[config.mk]
export PLATFORM = sky130hd
export DESIGN_NAME = sample_clock_drift_estimator_unit
export DESIGN_NICKNAME = d
export VERILOG_FILES = /design/src/scde_pkg.sv /design/src/scde_scale_div.sv /design/src/sample_clock_drift_estimator_unit.sv
export SDC_FILE = /design/constraint.sdc
export NUM_CORES = 2
export LEC_CHECK = 0
export CAP_MARGIN = 30
export CORE_MARGIN = 2
export CORE_UTILIZATION = 29
export DETAILED_ROUTE_END_ITERATION = 12
export DONT_BUFFER_PORTS = 1
export GPL_ROUTABILITY_DRIVEN = 0
export GPL_TIMING_DRIVEN = 0
export PLACE_DENSITY = 0.49
export SETUP_SLACK_MARGIN = 0.5
export SYNTH_ARGS = -nofsm -noshare
export SYNTH_HDL_FRONTEND = slang
export SYNTH_HIERARCHICAL = 1
export SYNTH_SLANG_ARGS = --single-unit
[constraint.sdc]
create_clock -name clk -period 8.84 [get_ports clk]
set_input_delay 0.884 -clock clk [delete_from_list [all_inputs] [get_ports clk]]
set_output_delay 0.884 -clock clk [all_outputs]
set_load 0.05 [all_outputs]
[src/scde_pkg.sv]
// Package for the sample clock drift estimator: opcodes, register indexes,
// constants and the request and response structs shared by the top level and the divider.
`default_nettype none
package scde_pkg;
	localparam int unsigned DataWidth = 64;
	localparam logic [1:0] OpSetAnchor   = 2'd0;
	localparam logic [1:0] OpShiftAnchor = 2'd1;
	localparam logic [1:0] OpDriftQuery  = 2'd2;
	localparam logic [1:0] OpFrameQuery  = 2'd3;
	localparam logic RegTickRate   = 1'b0;
	localparam logic RegSampleRate = 1'b1;
	localparam logic [63:0] AllOnes   = 64'hFFFF_FFFF_FFFF_FFFF;
	localparam logic [63:0] SignBit   = 64'h8000_0000_0000_0000;
	localparam logic [63:0] IntMax    = 64'h7FFF_FFFF_FFFF_FFFF;
	localparam logic [63:0] PpbScale  = 64'd1000000000;
	localparam logic [63:0] Q32One    = 64'h0000_0001_0000_0000;
	localparam logic [31:0] TickRateReset   = 32'd10000000;
	localparam logic [19:0] SampleRateReset = 20'd48000;

	typedef struct packed {
		logic        start;
		logic [63:0] a;
		logic [63:0] b;
		logic [63:0] d;
	} sdiv_req_t;

	typedef struct packed {
		logic        done;
		logic        ovf;
		logic [63:0] q;
		logic [63:0] rem;
	} sdiv_rsp_t;
endpackage
`default_nettype wire

[src/scde_scale_div.sv]
// Bit-serial unit for floor(a*b/d): shift-add multiply, then restoring divide.
// Depends on scde_pkg.
`default_nettype none
module scde_scale_div import scde_pkg::*; (
	input  wire logic      clk,
	input  wire logic      arst_n,
	input  wire sdiv_req_t req,
	output sdiv_rsp_t      rsp
);
	typedef enum logic [3:0] {
		S_IDLE = 4'b0001,
		S_MUL  = 4'b0010,
		S_DIV  = 4'b0100,
		S_DONE = 4'b1000
	} sdiv_state_t;

	sdiv_state_t state_q;
	logic [6:0]   cnt_q;
	logic [63:0]  mcand_q;
	logic [63:0]  mplier_q;
	logic [127:0] prod_q;
	logic [63:0]  d_q;
	logic [63:0]  r_q;
	logic [63:0]  lo_q;
	logic [63:0]  q_q;
	logic         ovf_q;

	logic [64:0]  r_sh;
	logic [64:0]  r_sub;
	logic [127:0] prod_add;

	// One multiplier bit per cycle, from the top, so the product shifts left.
	assign prod_add = {prod_q[126:0], 1'b0} + (mplier_q[63] ? {64'd0, mcand_q} : 128'd0);
	assign r_sh     = {r_q, lo_q[63]};
	assign r_sub    = r_sh - {1'b0, d_q};

	always_ff @(posedge clk or negedge arst_n) begin
		if (!arst_n) begin
			state_q <= S_IDLE;
			cnt_q   <= '0;
		end else begin
			unique case (state_q)
				S_IDLE: begin
					if (req.start) begin
						state_q <= S_MUL;
						cnt_q   <= '0;
					end
				end
				S_MUL: begin
					cnt_q <= cnt_q + 7'd1;
					if (cnt_q == 7'd63) begin
						cnt_q   <= '0;
						state_q <= S_DIV;
					end
				end
				S_DIV: begin
					cnt_q <= cnt_q + 7'd1;
					if (cnt_q == 7'd64 || d_q == '0 || ovf_q) state_q <= S_DONE;
				end
				S_DONE: state_q <= S_IDLE;
				default: state_q <= S_IDLE;
			endcase
		end
	end

	always_ff @(posedge clk) begin
		unique case (state_q)
			S_IDLE: begin
				mcand_q  <= req.a;
				mplier_q <= req.b;
				d_q      <= req.d;
				prod_q   <= '0;
				q_q      <= '0;
				ovf_q    <= 1'b0;
			end
			S_MUL: begin
				prod_q   <= prod_add;
				mplier_q <= {mplier_q[62:0], 1'b0};
				if (cnt_q == 7'd63) begin
					r_q   <= prod_add[127:64];
					lo_q  <= prod_add[63:0];
					ovf_q <= prod_add[127:64] >= d_q;
				end
			end
			S_DIV: begin
				if (cnt_q != 7'd64 && d_q != '0 && !ovf_q) begin
					lo_q <= {lo_q[62:0], 1'b0};
					if (r_sh[64] || !r_sub[64]) begin
						r_q <= r_sub[63:0];
						q_q <= {q_q[62:0], 1'b1};
					end else begin
						r_q <= r_sh[63:0];
						q_q <= {q_q[62:0], 1'b0};
					end
				end
			end
			S_DONE: ;
			default: ;
		endcase
	end

	always_comb begin
		rsp.done = state_q == S_DONE;
		rsp.ovf  = ovf_q && d_q != '0;
		if (d_q == '0) begin
			rsp.q   = '0;
			rsp.rem = '0;
		end else if (ovf_q) begin
			rsp.q   = AllOnes;
			rsp.rem = '0;
		end else begin
			rsp.q   = q_q;
			rsp.rem = r_q;
		end
	end

`ifndef ASSERT_OFF
	a_done_one: assert property (@(posedge clk) disable iff (!arst_n)
		rsp.done |=> !rsp.done)
		else $error("divider done held longer than one cycle");
	a_mul_len: assert property (@(posedge clk) disable iff (!arst_n)
		(state_q == S_MUL) |-> (cnt_q <= 7'd63))
		else $error("multiply count ran past 63");
	a_start_div: assert property (@(posedge clk) disable iff (!arst_n)
		(state_q == S_IDLE && req.start) |=> (state_q == S_MUL))
		else $error("divider did not start");
`endif
endmodule
`default_nettype wire

[src/sample_clock_drift_estimator_unit.sv]
// Top level of the sample clock drift estimator: anchor state, registers and
// the op sequencer. Depends on scde_pkg and scde_scale_div.
`default_nettype none
// A command is taken when start is high and busy is low. Set and shift anchor
// give no result and never raise busy. A frame query runs one scale divide
// and a drift query runs up to three, one after another, on a single
// bit-serial unit. Each divide loads its operands, runs 64 multiply steps,
// then the restoring divide steps, and hands back the quotient; the divide
// steps are skipped when the divisor is zero or the quotient overflows. Busy
// stays high from the sequencer state before the first divide through the
// output state. The result appears on the output ports for exactly one cycle
// with done high; the receiver cannot stall it.
module sample_clock_drift_estimator_unit import scde_pkg::*; (
	input  wire logic        clk,
	input  wire logic        arst_n,
	input  wire logic        start,
	output logic             busy,
	input  wire logic [1:0]  opcode,
	input  wire logic [63:0] tick_value,
	input  wire logic [63:0] frame_count,
	input  wire logic        cfg_we,
	input  wire logic        cfg_index,
	input  wire logic [31:0] cfg_data,
	output logic             done,
	output logic signed [63:0] nominal_frames,
	output logic signed [63:0] frame_error,
	output logic signed [63:0] drift_ppb,
	output logic [63:0]      ratio_q32,
	output logic [63:0]      frame_time,
	output logic             is_anchored
);
	typedef enum logic [6:0] {
		T_IDLE   = 7'b0000001,
		T_EXP    = 7'b0000010,
		T_PPB    = 7'b0000100,
		T_RATIO  = 7'b0001000,
		T_FRAME  = 7'b0010000,
		T_WAIT   = 7'b0100000,
		T_OUT    = 7'b1000000
	} top_state_t;

	top_state_t  state_q, after_q;
	logic [31:0] tick_rate_q;
	logic [19:0] audio_rate_q;
	logic [63:0] anchor_q;
	logic        anchored_q;
	logic [63:0] tv_q, fc_q;
	logic        neg_q, sneg_q;
	logic [63:0] exp_q, ppb_q, ratio_q, ftime_q;
	logic        is_drift_q;
	logic        req_start_q;
	logic [63:0] req_a_q, req_b_q, req_d_q;
	sdiv_req_t   req;
	sdiv_rsp_t   rsp;

	logic [63:0] mag, delta, surplus, smag, exp_sat, ppb_sat, ticks;
	logic        neg;

	assign req = '{start: req_start_q, a: req_a_q, b: req_b_q, d: req_d_q};

	scde_scale_div u_div (.clk(clk), .arst_n(arst_n), .req(req), .rsp(rsp));

	always_comb begin
		neg = tv_q < anchor_q;
		if (neg) mag = (anchor_q - tv_q > SignBit) ? SignBit : anchor_q - tv_q;
		else     mag = (tv_q - anchor_q > IntMax) ? IntMax : tv_q - anchor_q;
		delta   = exp_q - fc_q;
		surplus = (delta == SignBit) ? IntMax : 64'd0 - delta;
		smag    = surplus[63] ? 64'd0 - surplus : surplus;
		if (!neg_q)             exp_sat = (rsp.q > IntMax) ? IntMax : rsp.q;
		else if (rsp.q >= SignBit) exp_sat = SignBit;
		else                    exp_sat = 64'd0 - rsp.q;
		if (!sneg_q)            ppb_sat = (rsp.q > IntMax) ? IntMax : rsp.q;
		else if (rsp.q >= SignBit) ppb_sat = SignBit;
		else                    ppb_sat = 64'd0 - rsp.q;
		ticks = (rsp.rem != '0 && rsp.q != AllOnes) ? rsp.q + 64'd1 : rsp.q;
	end

	always_ff @(posedge clk or negedge arst_n) begin
		if (!arst_n) begin
			state_q       <= T_IDLE;
			after_q       <= T_IDLE;
			tick_rate_q   <= TickRateReset;
			audio_rate_q  <= SampleRateReset;
			anchor_q      <= '0;
			anchored_q    <= 1'b0;
			req_start_q   <= 1'b0;
		end else begin
			req_start_q <= 1'b0;
			if (cfg_we) begin
				if (cfg_index == RegTickRate) tick_rate_q <= cfg_data;
				else audio_rate_q <= cfg_data[19:0];
			end
			unique case (state_q)
				T_IDLE: begin
					if (start) begin
						unique case (opcode)
							OpSetAnchor: begin
								anchor_q   <= tick_value;
								anchored_q <= 1'b1;
							end
							OpShiftAnchor: if (anchored_q) anchor_q <= anchor_q + tick_value;
							OpDriftQuery: state_q <= T_EXP;
							OpFrameQuery: state_q <= T_FRAME;
							default: ;
						endcase
					end
				end
				T_EXP: begin
					req_start_q <= 1'b1;
					state_q     <= T_WAIT;
					after_q     <= T_PPB;
				end
				T_PPB: begin
					if (exp_q != '0 && !exp_q[63]) begin
						req_start_q <= 1'b1;
						state_q     <= T_WAIT;
						after_q     <= T_RATIO;
					end else state_q <= T_OUT;
				end
				T_RATIO: begin
					if (!fc_q[63]) begin
						req_start_q <= 1'b1;
						state_q     <= T_WAIT;
						after_q     <= T_OUT;
					end else state_q <= T_OUT;
				end
				T_FRAME: begin
					req_start_q <= 1'b1;
					state_q     <= T_WAIT;
					after_q     <= T_OUT;
				end
				T_WAIT: if (rsp.done) state_q <= after_q;
				T_OUT: state_q <= T_IDLE;
				default: state_q <= T_IDLE;
			endcase
		end
	end

	always_ff @(posedge clk) begin
		if (state_q == T_IDLE && start) begin
			tv_q       <= tick_value;
			fc_q       <= frame_count;
			is_drift_q <= opcode == OpDriftQuery;
			exp_q      <= '0;
			ppb_q      <= '0;
			ratio_q    <= Q32One;
			ftime_q    <= '0;
		end
		unique case (state_q)
			T_EXP: begin
				neg_q   <= neg;
				req_a_q <= mag;
				req_b_q <= {44'd0, audio_rate_q};
				req_d_q <= {32'd0, tick_rate_q};
			end
			T_PPB: begin
				sneg_q  <= surplus[63];
				req_a_q <= smag;
				req_b_q <= PpbScale;
				req_d_q <= exp_q;
			end
			T_RATIO: begin
				req_a_q <= fc_q;
				req_b_q <= Q32One;
				req_d_q <= exp_q;
			end
			T_FRAME: begin
				req_a_q <= fc_q;
				req_b_q <= {32'd0, tick_rate_q};
				req_d_q <= {44'd0, audio_rate_q};
			end
			T_WAIT: begin
				if (rsp.done) begin
					unique case (after_q)
						T_PPB:   exp_q   <= (req_d_q == '0) ? 64'd0 : exp_sat;
						T_RATIO: ppb_q   <= ppb_sat;
						T_OUT:   begin
							if (is_drift_q) ratio_q <= rsp.q;
							else if (req_d_q != '0) ftime_q <= anchor_q + ticks;
						end
						default: ;
					endcase
				end
			end
			default: ;
		endcase
	end

	assign busy            = state_q != T_IDLE;
	assign done            = state_q == T_OUT;
	assign nominal_frames  = is_drift_q ? exp_q : 64'd0;
	assign frame_error     = is_drift_q ? exp_q - fc_q : 64'd0;
	assign drift_ppb       = is_drift_q ? ppb_q : 64'd0;
	assign ratio_q32       = is_drift_q ? ratio_q : 64'd0;
	assign frame_time      = is_drift_q ? 64'd0 : ftime_q;
	assign is_anchored     = anchored_q;

`ifndef ASSERT_OFF
	a_done_pulse: assert property (@(posedge clk) disable iff (!arst_n)
		done |=> !done)
		else $error("result beat held more than one cycle");
	a_busy_done: assert property (@(posedge clk) disable iff (!arst_n)
		done |-> busy)
		else $error("result beat while idle");
	a_no_start_busy: assert property (@(posedge clk) disable iff (!arst_n)
		(start && !busy && (opcode == OpSetAnchor || opcode == OpShiftAnchor)) |=> !busy)
		else $error("anchor op left the sequencer busy");
`endif
endmodule
`default_nettype wire

==> impl_metrics.env <==
export IMPL_vias=84400
export IMPL_grt_overflow_total=0
export IMPL_start_util_pct=29.2
export IMPL_pwr_share_comb_pct=43.5
export IMPL_startpoint_type="flop"
export IMPL_critPathKind="flop to flop"
export IMPL_die_area_um2=307000
export IMPL_violations="negative hold slack"
export IMPL_r2r_slack_ns=0.59
export IMPL_syn_mean_instance_area_um2=8.55
export IMPL_fin_ws_ns=0.591
export IMPL_p_leak_nw=40.6
export IMPL_p_sw_share_pct=43.3
export IMPL_post_route_util_pct=33.5
export IMPL_final_area_um2=101000
export IMPL_wl_per_cell_um=28.5
export IMPL_clockRootBuffer="clkbuf_16"
export IMPL_nets=11200
export IMPL_status="complete, but fails checks"
export IMPL_core_area_um2=300000
export IMPL_relSlewSlack_pct=24.6
export IMPL_route_detailed_drc=0
export IMPL_clock_sinks=1200
export IMPL_grt_pass1_wl_mm=585
export IMPL_seq_power_share_pct=29.8
export IMPL_clock_path_buffers=4
export IMPL_finClkSkew_ns=0.137
export IMPL_grt_max_degree=123
export IMPL_io_buffers=0
export IMPL_power_switching_mw=10.4
export IMPL_multi_input_area_um2=51800
export IMPL_pwr_share_clk_pct=26.7
export IMPL_totalWireLength_mm=418
export IMPL_slew_viol_final=0
export IMPL_cp_data_arrival_time_ns=8.79
export IMPL_setup_worst_path_end_class="flop"
export IMPL_cts_clk_slew_worst_paths_ns=0.06
export IMPL_ys_warn_count=6
export IMPL_ioPinCount=490
export IMPL_rsz0062_at_grt="true"
export IMPL_netlist_area_um2=87600
export IMPL_numCtsBuffers=151
export IMPL_slowest_delay_ns=0.87
export IMPL_dp_hpwl_mm=334
export IMPL_grt_pass1_vias=78800
export IMPL_die_h_um=554
export IMPL_setup_viol=0
export IMPL_drt_initial_drc_count=10100
export IMPL_ant_nets=0
export IMPL_tns_ns=0
export IMPL_placed_cell_area_um2=94000
export IMPL_finalCritPeriodShare_pct=93.3
export IMPL_worstPathMaxFanout=7
export IMPL_core_rowCount=201
export IMPL_dp_slack_ns=-1.72
export IMPL_cts_tree="done"
export IMPL_final_hold_viol_count=3
export IMPL_irDropWorstVdd_mv=0.178
export IMPL_cp_required_ns=9.38
export IMPL_htreeDepth=4
export IMPL_min_period_ns=8.25
export IMPL_crit_path_cell_trace="inv_1 -> ha_1 -> nor2b_1 -> o2111ai_1 -> nand3_1 -> a31oi_1 -> o211ai_1 -> a41oi_1 -> o21ai_0 -> xor2_1 -> nand4b_1 -> nor4_1 -> nor4b_1 -> a41oi_1 -> nor3_1 -> inv_1 -> o21ai_0"
export IMPL_track_usage_pct=26.2
export IMPL_hold_path_class="primary input to async pin"
export IMPL_internal_power_mw=13.6
export IMPL_layout_drive_gt1_share_pct=8.05
export IMPL_area_growth_syn_to_layout_pct=14.8
export IMPL_clk_insertion_delay_late_ns=0.92
export IMPL_fillers=31400
export IMPL_syn_inst=10200
export IMPL_fp_dieW_um=554
export IMPL_drtPass1Iterations=7
export IMPL_tightest_slew_ns=1.13
export IMPL_drv_cap=0
export IMPL_power_density_nw_per_um2=239
export IMPL_fmax_mhz=121
export IMPL_grt_antenna_before_repair=40
export IMPL_post_drt_via_cell_ratio=5.76
export IMPL_holdWs_ns=-0.0148
export IMPL_cpMaxStageDelayCell="nor3_1"
export IMPL_seq_area_um2=32900
## metrics by stage
stage                     cells  hold WS [ns]  power [mW]
after detailed placement  14300         0.405        17.1
after global placement    14200         0.404        16.9
after CTS                 14600        0.0201        23.6
after floorplan           10300         0.400        13.3
final                     14700       -0.0148        24.1
after global routing      14600        0.0239        25.0
## per-layer routing
metal	part of all wire [%]	GRT usage (%)	vias to the layer above
met5	0.028	0.0469	-
met1	39	32.5	40700
met2	43	40.7	4595
li1	-	-	37900
met4	8.4	17.2	16
met3	9.0	5.69	1103
## final cells by class
type,instances,area share (%)
Antenna cell,40,0.0996
Buffer,620,2.55
Clock buffer,195,4.12
Tap cell,3958,4.93
Timing Repair Buffer,117,1.50
Clock inverter,71,0.847
Sequential cell,1200,32.7
Inverter,451,1.69
Multi-Input combinational cell,8003,51.5
## critical path, delay by kind of cell (launching register included)
| family | cells | cell delay, ns |
|---|---|---|
| AOI/OAI and AO/OA | 7 | 3.72 |
| and+or+nand+nor | 6 | 2.26 |
| buffers and inverters | 2 | 0.74 |
| DFF | 1 | 0.63 |
| adders and majority gates | 1 | 0.36 |
| xor gates and xnor gates | 1 | 0.25 |
## power groups by stage
| stage | combinational (mW) | sequential (mW) | clock [mW] |
|---|---|---|---|
| 2_1_floorplan | 6.46 | 6.88 | 0 |
| 3_3_place_gp | 9.62 | 7.32 | 0 |
| 3_5_place_dp | 9.80 | 7.29 | 0 |
| 4_1_cts | 9.93 | 7.17 | 6.53 |
| 5_1_grt | 11.1 | 7.17 | 6.74 |
| 6_report | 10.5 | 7.17 | 6.43 |
## flip-flops by register name, summed over array words and instances, names as in the netlist, 4 cells and up
register and flops:
u_div/prod_q 127, anchor_q 64, exp_q 64, fc_q 64, ftime_q 64, ppb_q 64, ratio_q 64, req_a_q 64
req_d_q 64, tv_q 64, u_div/d_q 64, u_div/lo_q 64, u_div/mcand_q 64, u_div/mplier_q 64, u_div/q_q 64, u_div/r_q 64
req_b_q 33, tick_rate_q 32, audio_rate_q 20, state_q 7, u_div/cnt_q 7, after_q 4, u_div/state_q 4
## worst paths after layout
kind	start	to	depth (start not counted)
setup / recovery	anchor_q[1]	req_a_q[45]	17
hold / removal	arst_n	anchor_q[19]	1
setup reg to reg	anchor_q[1]	req_a_q[45]	17
hold reg to reg	req_a_q[13]	u_div/mcand_q[13]	0
max in group asynchronous	arst_n	audio_rate_q[18]	1
min in group clk	tick_value[56]	tv_q[56]	0
## cell usage in the layout (no fill, tap or decap), drive strengths merged, types with 48 or more instances in the layout
cell type and instances:
dfrtp 122, nor2 881, nand3 301, a22oi 66
buf 209, nor2b 142, a31oi 57, edfxtp 804
o211ai 60, nand2 1103, a31o 49, dfxtp 256
a21o 337, nand4 207, a22o 69, mux2 64
inv 460, a21oi 796, xnor2 301, ha 513
mux2i 48, and2 490, o21a 71, nor3 182
o21bai 108, clkbuf 722, or3 95, o31ai 66
a211oi 219, xor2 231, nor4 128, nand2b 71
o21ai 647, and3 108
## what timing repair did
item                                   CTS  global route
hold buffers                             2             0
resized for setup                      180           170
gates cloned                             0             0
pin swaps                                8            36
endpoints found under the hold margin  122             0
setup buffers                            5            28
setup endpoints to repair              116            66
Power figures use the tool's default switching activity.
